File: config.mk
export PLATFORM = sky130hd
export DESIGN_NAME = tcce_cfg_regs
export DESIGN_NICKNAME = d
export VERILOG_FILES = /design/src/rtl/tcce_pkg.sv /design/src/rtl/tcce_cfg_regs.sv
export SDC_FILE = /design/constraint.sdc
export NUM_CORES = 1
export LEC_CHECK = 0
export BUFFER_PORTS_ARGS = -buffer_cell sky130_fd_sc_hd__buf_2
export CORE_MARGIN = 3
export CORE_UTILIZATION = 43
export CTS_BUF_LIST = sky130_fd_sc_hd__clkbuf_4 sky130_fd_sc_hd__clkbuf_8
export DETAILED_ROUTE_END_ITERATION = 8
export PLACE_DENSITY = 0.79
export SLEW_MARGIN = 20
export SYNTH_ARGS = -nofsm -noshare
export SYNTH_HDL_FRONTEND = slang
export SYNTH_SLANG_ARGS = --single-unit
File: constraint.sdc
create_clock -name clk_i -period 1.1 [get_ports clk_i]
set_input_delay 0.055 -clock clk_i [delete_from_list [all_inputs] [get_ports clk_i]]
set_output_delay 0.055 -clock clk_i [all_outputs]
set_load 0.02 [all_outputs]
File: src/rtl/tcce_pkg.sv
// ----------------------------------------------------------------------------
// Text console character engine package
// Screen geometry, field widths, character codes, register indexes and the
// structs that travel between the engine's modules.
// ----------------------------------------------------------------------------
`default_nettype none

package tcce_pkg;

  // Screen geometry.
  localparam int COLUMNS     = 80;
  localparam int ROWS        = 25;
  localparam int STATUS_ROWS = 1;
  localparam int TEXT_ROWS   = ROWS - STATUS_ROWS;
  localparam int CELLS       = COLUMNS * TEXT_ROWS;
  localparam int TAB_WIDTH   = 4;
  localparam int TAB_EDGE    = 4;

  // Field widths.
  localparam int ROW_W   = 5;
  localparam int COL_W   = 7;
  localparam int ADDR_W  = 11;
  localparam int DATA_W  = 16;
  localparam int CHAR_W  = 8;
  localparam int PTR_W   = $clog2(CELLS + 1);
  localparam int CNT_W   = $clog2(TAB_WIDTH + 1);
  localparam int PADDR_W = 5;
  localparam int PDATA_W = 32;
  localparam int REG_W   = 3;

  // Character codes with a fixed meaning.
  localparam logic [CHAR_W-1:0] CH_BACKSPACE = 8'h08;
  localparam logic [CHAR_W-1:0] CH_TAB       = 8'h09;
  localparam logic [CHAR_W-1:0] CH_NEWLINE   = 8'h0A;
  localparam logic [CHAR_W-1:0] CH_SPACE     = 8'h20;
  localparam logic [CHAR_W-1:0] CH_NUL       = 8'h00;

  // Register indexes of the configuration port.
  localparam logic [REG_W-1:0] REG_TEXT_ATTR  = 3'd0;
  localparam logic [REG_W-1:0] REG_BLANK_ATTR = 3'd1;
  localparam logic [REG_W-1:0] REG_CODE_LEFT  = 3'd2;
  localparam logic [REG_W-1:0] REG_CODE_RIGHT = 3'd3;
  localparam logic [REG_W-1:0] REG_CODE_UP    = 3'd4;
  localparam logic [REG_W-1:0] REG_CODE_DOWN  = 3'd5;

  // Register reset values.
  localparam logic [CHAR_W-1:0] RST_TEXT_ATTR  = 8'd7;
  localparam logic [CHAR_W-1:0] RST_BLANK_ATTR = 8'd7;
  localparam logic [CHAR_W-1:0] RST_CODE_LEFT  = 8'd128;
  localparam logic [CHAR_W-1:0] RST_CODE_RIGHT = 8'd129;
  localparam logic [CHAR_W-1:0] RST_CODE_UP    = 8'd130;
  localparam logic [CHAR_W-1:0] RST_CODE_DOWN  = 8'd131;

  // Operation codes of an input transaction.
  typedef enum logic [1:0] {
    FUNC_PUT   = 2'd0,
    FUNC_SET   = 2'd1,
    FUNC_CLEAR = 2'd2,
    FUNC_READ  = 2'd3
  } func_e;

  // Configuration register contents.
  typedef struct packed {
    logic [CHAR_W-1:0] text_attr;
    logic [CHAR_W-1:0] blank_attr;
    logic [CHAR_W-1:0] code_left;
    logic [CHAR_W-1:0] code_right;
    logic [CHAR_W-1:0] code_up;
    logic [CHAR_W-1:0] code_down;
  } cfg_t;

  // Screen store write port.
  typedef struct packed {
    logic              we;
    logic [ADDR_W-1:0] addr;
    logic [DATA_W-1:0] data;
  } mem_wr_t;

endpackage

`default_nettype wire

File: src/rtl/tcce_cfg_regs.sv
// ----------------------------------------------------------------------------
// Configuration registers
// APB-style register file holding the attributes and the arrow key codes.
// ----------------------------------------------------------------------------
`default_nettype none

module tcce_cfg_regs (
  input  wire logic                          clk_i,
  input  wire logic                          rst_ni,
  input  wire logic                          psel,
  input  wire logic                          penable,
  input  wire logic                          pwrite,
  input  wire logic [tcce_pkg::PADDR_W-1:0]  paddr,
  input  wire logic [tcce_pkg::PDATA_W-1:0]  pwdata,
  output logic      [tcce_pkg::PDATA_W-1:0]  prdata,
  output logic                               pready,
  output tcce_pkg::cfg_t                     cfg_o
);

  tcce_pkg::cfg_t                   cfg_q;
  logic [tcce_pkg::REG_W-1:0]       reg_idx;
  logic [tcce_pkg::CHAR_W-1:0]      rd_byte;
  logic                             wr_en;

  assign reg_idx = paddr[tcce_pkg::PADDR_W-1:2];
  assign wr_en   = psel && penable && pwrite;
  assign pready  = 1'b1;
  assign cfg_o   = cfg_q;

  // Register writes complete in the access phase.
  always_ff @(posedge clk_i or negedge rst_ni) begin
    if (!rst_ni) begin
      cfg_q.text_attr  <= tcce_pkg::RST_TEXT_ATTR;
      cfg_q.blank_attr <= tcce_pkg::RST_BLANK_ATTR;
      cfg_q.code_left  <= tcce_pkg::RST_CODE_LEFT;
      cfg_q.code_right <= tcce_pkg::RST_CODE_RIGHT;
      cfg_q.code_up    <= tcce_pkg::RST_CODE_UP;
      cfg_q.code_down  <= tcce_pkg::RST_CODE_DOWN;
    end else if (wr_en) begin
      unique case (reg_idx)
        tcce_pkg::REG_TEXT_ATTR:  cfg_q.text_attr  <= pwdata[tcce_pkg::CHAR_W-1:0];
        tcce_pkg::REG_BLANK_ATTR: cfg_q.blank_attr <= pwdata[tcce_pkg::CHAR_W-1:0];
        tcce_pkg::REG_CODE_LEFT:  cfg_q.code_left  <= pwdata[tcce_pkg::CHAR_W-1:0];
        tcce_pkg::REG_CODE_RIGHT: cfg_q.code_right <= pwdata[tcce_pkg::CHAR_W-1:0];
        tcce_pkg::REG_CODE_UP:    cfg_q.code_up    <= pwdata[tcce_pkg::CHAR_W-1:0];
        tcce_pkg::REG_CODE_DOWN:  cfg_q.code_down  <= pwdata[tcce_pkg::CHAR_W-1:0];
        default: ;
      endcase
    end
  end

  // Read data mux; unused addresses read as zero.
  always_comb begin
    unique case (reg_idx)
      tcce_pkg::REG_TEXT_ATTR:  rd_byte = cfg_q.text_attr;
      tcce_pkg::REG_BLANK_ATTR: rd_byte = cfg_q.blank_attr;
      tcce_pkg::REG_CODE_LEFT:  rd_byte = cfg_q.code_left;
      tcce_pkg::REG_CODE_RIGHT: rd_byte = cfg_q.code_right;
      tcce_pkg::REG_CODE_UP:    rd_byte = cfg_q.code_up;
      tcce_pkg::REG_CODE_DOWN:  rd_byte = cfg_q.code_down;
      default:                  rd_byte = '0;
    endcase
  end

  assign prdata = {{(tcce_pkg::PDATA_W - tcce_pkg::CHAR_W){1'b0}}, rd_byte};

endmodule

`default_nettype wire

# [Yosys cells after proc, flatten, opt, wreduce, memory -nomap -nowiden]
# Cells that the tools add are included.
[classes] eq_ne=5 mux=1 reduce_logical=9
[ops] op="8-bit case mux with 6 select lines" count=1
[ops] op="2-bit AND reduction" count=6
[ops] op="3-bit by 2-bit == test with 1-bit output, second input constant" count=2
[ops] op="3-bit == test, second input constant" count=2
[ops] op="3-bit by 1-bit == test with 1-bit output, second input constant" count=1
[ops] op="3-bit zero test" count=1
[ops] op="1-bit logical AND" count=2
[totals] reg_bits=48

# [Depth between registers and ports, before layout]
# Gate-level depths: netlist of run 1.
[depth] ltp_word=3 ltp_mapped=5 ltp_nobuf=3

# [Worst setup path before layout of run 1]
# Ideal clock, no wire load.
[synth_path] kind="reg2out" from="register cfg_q, in the netlist cfg_o[33]" to="output port prdata[1] in the netlist's numbering" t_arrival_ps=1199 required_time_ps=1045 slack_ps=-154 path_stages_with_launch=4 path_cell_list="dfstp_2 > mux2_2 > nand2_1 > a31oi_1"
[synth_between] elab_chain_len=1
[synth_rtl] element="start: declaration" line_no="tcce_cfg_regs.sv:20" source="tcce_pkg::cfg_t cfg_q;"
[synth_rtl] element="8-bit case mux with 6 select lines" line_no="tcce_cfg_regs.sv:54" source="unique case (reg_idx)"
[synth_rtl] element="end: declaration" line_no="tcce_cfg_regs.sv:15" source="output logic [tcce_pkg::PDATA_W-1:0] prdata,"
# No other way between the ends.

# [Worst setup path after layout of run 1]
[layout_path] from="register cfg_q, in the netlist cfg_o[40]" to="output port prdata[0] in the netlist's numbering"
# The elaborated chain is that of the path after synthesis.

==> flow_metrics.tcl, run 1 <==
set metrics [dict create \
    cts-root-buf "clkbuf_8" \
    rr_worst_depth 3 \
    rows 27 \
    cts_max_path_buffers 2 \
    largest_register_ffs 48 \
    synth_area_per_cell_sq_um 13.38 \
    clk_latency_ps 290 \
    hp-class "in2reg" \
    cp-start-kind "flop" \
    placed_area_sq_um 3303 \
    outcome "complete, but fails checks" \
    peakVddDrop_mv 1.275 \
    critPathSlowestCell "dfstp_2" \
    ant_nets 0 \
    final_cell_mix "54 x buf_2, 41 x buf_4, 37 x mux2_2, 28 x dfrtp_1, 25 x conb_1" \
    nets 344 \
    routed_wl_mm 6.400 \
    ys_types 21 \
    setup_viol 13 \
    firstDrtPassIters 4 \
    synthesis.area_sq_um 2501 \
    hold_violations 0 \
    place.gp.congestion 0.7905 \
    drc_errors 0 \
    final_common_cell "buf_2" \
    vias_per_cell 4.917 \
    track_usage_pct 19.14 \
    setup_slack_ps -465.3 \
    min_path_cells 2 \
    core_sq_um 5574 \
    num_antenna_cells 0 \
    port-buffer-count 71 \
    cts_tree "built" \
    rsz0062_at_grt "true" \
    cts.sinks 48 \
    post-route-period-util_pct 142.3 \
    drtIter0Drc 85 \
    dieArea_sq_um 6768 \
    power.switching_mw 2.044 \
    grt_overflow 0 \
    syn_inst 187 \
    slew_violations 0 \
    violations "negative setup slack" \
    antenna_found_initial 0 \
    p_clk_share_pct 17.9 \
    via_count 1844 \
    worst_path_largest_cell_delay_ps 560 \
    sw_frac_of_total_pct 34.69 \
    grt_pass1_wl_mm 9.742 \
    max-cap-violations 0 \
    htreeDepth 2 \
    syn_to_final_growth_pct 44.07 \
    arrival_ps 1510 \
    ys_seq_elements 48 \
    wl_per_cell_microns 17.07 \
    power.total_mw 5.893 \
    combPwrFrac_pct 39.9 \
    postLayoutCoreUtil_pct 64.65 \
    pre_cts_ws_ps -234.1 \
    fillers 447 \
    clk_pin_slew_worst_paths_ps 90 \
    drive_gt1_share_pct 73.27 \
    stdcell_area_sq_um 3603 \
    die_h_microns 82.27 \
    seqPwrFrac_pct 42.2 \
    ios 123 \
    fin_skew_ps 0 \
    p_leak_nw 1.762 \
    fmax_mhz 638.9 \
    grt_max_degree 49 \
    cts_inserted_buffers 5 \
    grt_pass1_vias 1932 \
    fp.dieW_microns 82.27 \
    cp-end-kind "primary output" \
    yosysWarnings 0 \
    crit_fanout 2 \
    required_ps 1040 \
    start_util_pct 44.87 \
    min_period_ps 1565 \
    hpwlAfterDp_mm 4.599 \
    synth_seq_area_share_pct 48.72 \
    powerDensity_nw_per_um2 1635 \
    p_int_mw 3.849 \
    path_cells "mux2i_1 > or3_1 > o221ai_2 > buf_4" \
    path_class "reg2out" \
]
-- area by class of cell --
type | count | area (sq um) | area share [%]
clock inverter | 1 | 5.005 | 0.1389
tap | 72 | 90.09 | 2.500
sequential | 48 | 1226 | 34.03
timing repair buffer | 118 | 853.3 | 23.68
clock buffer | 7 | 83.83 | 2.326
multi-input combinational | 128 | 1341 | 37.22
inverter | 1 | 3.754 | 0.1042
-- Yosys cell counts (all sizes together) --
cell type | n | area share [%]
a221oi | 4 | 1.4
a31oi | 4 | 1.0
buf | 30 | 8.6
clkbuf | 3 | 0.55
conb | 2 | 0.30
dfrtp | 34 | 34
dfstp | 14 | 15
inv | 1 | 0.15
mux2 | 56 | 25
mux2i | 12 | 4.8
nand2 | 8 | 1.2
nand2b | 2 | 0.50
nand4 | 1 | 0.85
nand4b | 1 | 0.95
nor2 | 4 | 1.8
nor2b | 1 | 0.25
nor3 | 2 | 1.3
o221ai | 4 | 1.4
or3 | 4 | 1.0
-- what timing repair did --
item | 4_1_cts | 5_1_grt
buffers inserted | 2 | 3
cloned | 0 | 0
endpoints found under the hold margin | 48 | 0
endpoints found under the setup margin | 16 | 19
hold buffers | 1 | 0
resized for setup | 31 | 14
pin swaps | 1 | 2
-- worst paths after layout --
check / start / to / slack, ps
min reg2reg: cfg_o[39] / cfg_o[39] / 530
min in group asynchronous: rst_ni / cfg_o[24] / 280
max: cfg_o[40] / prdata[0] / -470
max in group asynchronous: rst_ni / cfg_o[7] / 550
min: pwdata[3] / cfg_o[27] / 60
max reg2reg: cfg_o[31] / cfg_o[31] / 160
-- power groups by stage --
stage                     combinational [mW]  sequential, mW  clock, mW
final                                   2.35            2.49       1.05
after global routing                    2.50            2.53       1.15
after CTS                               2.27            2.46       1.06
after detailed placement                2.09            2.48          0
after global placement                  2.05            2.46          0
after floorplan                        0.908            2.89          0
-- per-layer routing --
metal  share of wire [%]  track usage, %
met1                  40           22.43
met2                  55           35.50
met3                 4.6           3.579
met4                0.98           4.983
met5                   0               0
-- metrics by stage --
| stage | std cells | hold WS [ps] | setup TNS [ps] |
|---|---|---|---|
| floorplan | 210 | -240.6 | -777.6 |
| global placement | 362 | 56.24 | -6286 |
| detailed placement | 362 | 62.03 | -6961 |
| CTS | 373 | 56.34 | -3059 |
| global route | 375 | 64.84 | -3875 |
| finish | 375 | 62.93 | -3185 |
-- kinds of logic after synthesis --
family / count (synthesis) / share of synthesized area [%]
AND/OR/NAND/NOR: 23 / 7.854
flip-flops: 48 / 48.72
other: 2 / 0.3003
AO/OA/AOI/OAI: 12 / 3.801
buffers and inverters: 34 / 9.305
multiplexers: 68 / 30.02
-- critical path: cells and delay by family, from the launching register on --
family	cells	cell delay (ps)
AND/OR/NAND/NOR	1	330
multiplexers	1	80
AO/OA/AOI/OAI	1	80
flip-flops	1	560
buffers and inverters	1	170
(Power assumes the default switching activity.)
==> run 2: changes to the inputs <==
CORE_UTILIZATION = 45   (was 43)
clock period = 1.6 ns   (was 1.1 ns; I/O delays follow)
==> run 2 against run 1 <==
  * Clock skew is the same
  * First-iteration DRC count up 7.1%
  * Worst setup slack better by 480 ps
  * Largest cell class is now registers
  * The run now ends clean
  * Wire length down 9.2%
  * Cell area down 14%
  * Critical endpoint is now prdata[3]
  * Sequential share of layout area increased by 5.4 points
==> flow_metrics.tcl, run 2 (synthesis gave the netlist of run 1 again) <==
set metrics [dict create \
    largest_register_ffs 48 \
    place.gp.congestion 0.7797 \
    postLayoutCoreUtil_pct 58.96 \
    fin_hold_ws_ps 87.55 \
    dp.cells 329 \
    core_sq_um 5238 \
    ant_nets 0 \
    firstDrtPassIters 4 \
    final_common_cell "buf_2" \
    grt_pass1_vias 1751 \
    post-route-period-util_pct 98.89 \
    max_slew_margin_pct 59.19 \
    syn_to_final_growth_pct 23.46 \
    fin_skew_ps 0 \
    cts_tree "built" \
    instances_no_fill 342 \
    powerDensity_nw_per_um2 1247 \
    cts-root-buf "clkbuf_8" \
    clk_latency_ps 300 \
    rr_worst_depth 1 \
    antenna_found_initial 0 \
    cts.sinks 48 \
    drtIter0Drc 91 \
    num_antenna_cells 0 \
    drc_errors 0 \
    min_path_cells 2 \
    nets 313 \
    stdcell_area_sq_um 3088 \
    ios 123 \
    vias_per_cell 5.096 \
    fmax_mhz 632.0 \
    min_period_ps 1582 \
    hold_violations 0 \
    max-cap-violations 0 \
    setup_viol 0 \
    wl_per_cell_microns 16.99 \
    rsz0062_at_grt "true" \
    crit_fanout 3 \
    htreeDepth 2 \
    cp-start-kind "flop" \
    cp-end-kind "primary output" \
    track_usage_pct 17.95 \
    routed_wl_mm 5.812 \
    placed_area_sq_um 2884 \
    outcome "completed" \
    start_util_pct 47.75 \
    grt_max_degree 49 \
    hp-class "in2reg" \
    path_class "reg2out" \
    hpwlAfterDp_mm 4.024 \
    rows 26 \
    die_h_microns 80.55 \
    slew_violations 0 \
    grt_overflow 0 \
    final_cell_mix "68 x buf_2, 55 x mux2_2, 34 x dfrtp_1, 25 x conb_1, 18 x buf_4" \
    peakVddDrop_mv 1.026 \
    required_ps 1520 \
    port-buffer-count 71 \
    p_leak_nw 1.535 \
    r2r_slack_ps 800 \
    drive_gt1_share_pct 65.07 \
    tightest_slew_ps 612.1 \
    clk_pin_slew_worst_paths_ps 90 \
    cts_inserted_buffers 5 \
    cts_max_path_buffers 2 \
    dieArea_sq_um 6488 \
    fp.dieW_microns 80.55 \
    via_count 1743 \
    fin_tns_setup_ps 0 \
    arrival_ps 1500 \
    grt_pass1_wl_mm 8.769 \
]
[run 2: cell types whose count changed in the layout (fill, tap and decap cells not counted), moves of 14 or more]
cell / delta
buf_2: +14
buf_4: -23
buf_6: -20
mux2_2: +18
mux2_4: -18
[run 2: stage by stage]
step	worst slack (ps)	power (mW)
floorplan	320.8	2.497
global placement	95.43	2.851
detailed placement	55.43	2.887
CTS	8.231	3.808
global route	-49.08	4.043
finish	17.69	3.851
[run 2: final cells by class]
class                           instances  area [sq um]
Sequential cell                        48          1219
Clock inverter                          2         38.79
Fill cell                             447          2150
Clock buffer                            6         82.58
Inverter                                1         3.754
Multi-Input combinational cell        128          1171
Timing Repair Buffer                   87         485.5
Tap cell                               70         87.58
[run 2: worst paths after layout]
| path | start | end |
|---|---|---|
| min | pwdata[1] | cfg_o[9] |
| max in group asynchronous | rst_ni | cfg_o[22] |
| max reg2reg | cfg_o[13] | cfg_o[13] |
| min reg2reg | cfg_o[22] | cfg_o[22] |
| max | cfg_o[43] | prdata[3] |
| min in group asynchronous | rst_ni | cfg_o[17] |
[run 2: what timing repair did]
| item | CTS | global route |
|---|---|---|
| pin swaps | 0 | 1 |
| setup buffers | 0 | 4 |
| gates resized for setup | 1 | 8 |
| setup endpoints to repair | 1 | 5 |
| hold buffers | 1 | 0 |
| endpoints found under the hold margin | 34 | 0 |
[run 2: per-layer routing]
| metal | GRT usage, % | up-vias | wire length (microns) |
|---|---|---|---|
| met5 | 0 | - | 0 |
| met4 | 6.419 | 0 | 87 |
| met3 | 4.372 | 7 | 464 |
| met2 | 28.23 | 82 | 2760 |
| met1 | 24.05 | 853 | 2500 |
| li1 | - | 801 | - |
[run 2: power breakdown]
part / switching, mW / leakage, nW / total (mW) / internal [mW]
registers: 0.184 / 0.581 / 1.69 / 1.50
clock network: 0.408 / 0.0614 / 0.920 / 0.511
logic: 0.730 / 0.892 / 1.24 / 0.515
[run 2: critical path, stage by stage, from the launching register on]
cell      delay (ps)
dfrtp_1          410
mux2_2           280
a221oi_1         270
a31oi_1           70
buf_2            180
==> run 3: changes to the inputs <==
ABC_AREA = 1   (was default)
PLACE_DENSITY = 0.76   (was 0.79)
==> run 3 against run 2 <==
  * Cell area increased by 3.9%
  * Synthesized cell count increased by 78%
  * Via count increased by 40%
  * First-iteration DRC count increased by 48%
  * Critical path type unchanged
  * Final cell count increased by 39%
  * Utilization decreased by 5.4 points
  * Synthesized area increased by 13%
  * Total power decreased by 4.7%
  * Clock skew unchanged
  * Sequential share of layout area decreased by 1.5 points
==> flow_metrics.tcl, run 3 <==
set metrics [dict create \
    synth_top_cell_by_area "dfrtp_1" \
    cts.sinks 48 \
    drc_errors 0 \
    routed_wl_mm 6.907 \
    port-buffer-count 71 \
    hp-class "in2reg" \
    dieArea_sq_um 7277 \
    place.gp.congestion 0.8283 \
    r2r_slack_ps 750 \
    cts_tree "built" \
    power.total_mw 3.668 \
    fillers 561 \
    fin_hold_ws_ps 17.61 \
    die_h_microns 85.31 \
    postLayoutCoreUtil_pct 53.57 \
    clk_latency_ps 300 \
    largest_register_ffs 48 \
    netlist_top_cells_count "99 x nand2_1, 34 x dfrtp_1, 31 x o21ai_0, 26 x buf_4, 20 x inv_1" \
    ys_types 23 \
    p_leak_nw 1.798 \
    synth_top_area_share_pct 30.06 \
    vias_per_cell 5.126 \
    firstDrtPassIters 4 \
    stdcell_area_sq_um 3209 \
    synth_seq_area_share_pct 43.06 \
    fin_skew_ps 0 \
    path_cells "nand3_1 > o21ai_0 > inv_1 > nand2_1 > buf_2" \
    max-cap-violations 0 \
    yosysWarnings 0 \
    wl_per_cell_microns 14.54 \
    fmax_mhz 701.0 \
    fin_tns_setup_ps 0 \
    antenna_found_initial 0 \
    cts-root-buf "clkbuf_8" \
    start_util_pct 47.24 \
    cp-end-kind "primary output" \
    grt_pass1_vias 2227 \
    synthTopCellsByArea "dfrtp_1 30%, nand2_1 13%, dfstp_2 13%, buf_4 6.9%, o21ai_2 5.6%" \
    syn_inst 333 \
    final_common_cell "nand2_1" \
    synth_area_per_cell_sq_um 8.499 \
    crit_buf_inv 2 \
    min_period_ps 1426 \
    core_sq_um 5991 \
    slew_violations 0 \
    placed_area_sq_um 3095 \
    num_antenna_cells 0 \
    hpwlAfterDp_mm 5.124 \
    drive_gt1_share_pct 33.75 \
    worst_path_largest_cell_delay_ps 550 \
    cts_max_path_buffers 2 \
    grt_overflow 0 \
    crit_fanout 3 \
    final_cell_mix "99 x nand2_1, 71 x buf_2, 34 x dfrtp_1, 31 x o21ai_0, 25 x conb_1" \
    peakVddDrop_mv 0.7535 \
    synth_most_common_cell "nand2_1" \
    grt_pass1_wl_mm 10.85 \
    cts_resized 0 \
    track_usage_pct 18.98 \
    htreeDepth 2 \
    ys.flop_type "dfrtp_1" \
    setup_viol 0 \
    hold_violations 0 \
    via_count 2435 \
    synthesis.area_sq_um 2830 \
    rows 28 \
    cts_inserted_buffers 5 \
    ant_nets 0 \
    rsz0062_at_grt "false" \
    cp-start-kind "flop" \
    arrival_ps 1350 \
    synth-edff-count 0 \
    critPathSlowestCell "dfstp_2" \
    grt_max_degree 47 \
    synthArstFlopShare_pct 100.0 \
    drtIter0Drc 135 \
    fp.dieW_microns 85.31 \
    path_delay_family "flip-flops" \
    ys_seq_elements 48 \
    syn_to_final_growth_pct 13.40 \
    nets 441 \
    powerDensity_nw_per_um2 1143 \
    post-route-period-util_pct 89.16 \
    ios 123 \
    outcome "completed" \
    clk_pin_slew_worst_paths_ps 90 \
    path_class "reg2out" \
    required_ps 1520 \
    post-cts-setup-buffers 0 \
]
-- run 3: changes by cell type after synthesis, sizes merged, moves of 4 or more --
cell	delta
nand2	+98
mux2	-56
o21ai	+49
nand3	+22
inv	+21
nand4	+18
nor2	+16
mux2i	-12
buf	+8
a21oi	+5
a221oi	-4
a31oi	-4
o221ai	-4
or3	-4
-- run 3: cell type report --
type	count	area, sq um	share of cell area (%)
flip-flops and latches	48	1219	37.97
multi-input cells	246	1292	40.27
repair buffers	76	407.9	12.71
inverters	22	92.59	2.885
clock buffers	8	103.9	3.236
well taps	75	93.84	2.924
-- run 3: tightest hold or removal path, stage by stage --
cell and delay, ps:
buf_2 140, nand2_1 70, nand2_1 50
-- run 3: worst paths after layout --
path | to | startpoint | cells after the start
min in group asynchronous | cfg_o[19] | rst_ni | 2
hold / removal | cfg_o[7] | pwdata[7] | 3
setup / recovery | prdata[7] | cfg_o[15] | 5
hold reg to reg | cfg_o[15] | cfg_o[15] | 2
setup reg to reg | cfg_o[16] | cfg_o[16] | 2
max in group asynchronous | cfg_o[0] | rst_ni | 3
-- run 3: metrics by stage --
| stage | instances | worst slack [ps] |
|---|---|---|
| detailed placement | 466 | 239.4 |
| floorplan | 356 | 553.1 |
| global placement | 466 | 244.4 |
| global route | 475 | 60.99 |
| finish | 475 | 173.5 |
| CTS | 475 | 167.2 |
-- run 3: what timing repair did --
item | in CTS | in global routing
hold buffers | 1 | 0
endpoints found under the hold margin | 35 | 0
endpoints found under the setup margin | 0 | 0
-- run 3: cells by family (layout without fill, tap and decap cells) --
family	count (synthesis)	after routing	synth area share (%)
buffers and inverters	62	106	14.32
DFF	48	48	43.06
AOI/OAI and AO/OA	54	54	11.94
and+or+nand+nor	167	167	30.42
other	2	25	0.2654
-- run 3: power by group --
part           switching (mW)  total (mW)  internal, mW  leakage [nW]
clock network           0.398       0.809         0.412        0.0549
registers               0.190        1.68          1.49         0.581
logic                   0.813        1.17         0.361          1.16
-- run 3: metal layers --
metal / routed length (microns) / track usage (%) / up-vias / part of all wire, %
met1: 2902 / 25.42 / 1152 / 42
li1: - / - / 1172 / -
met2: 3352 / 31.36 / 105 / 49
met5: 0 / 0 / - / 0
met3: 573 / 4.272 / 6 / 8.3
met4: 78 / 4.460 / 0 / 1.1
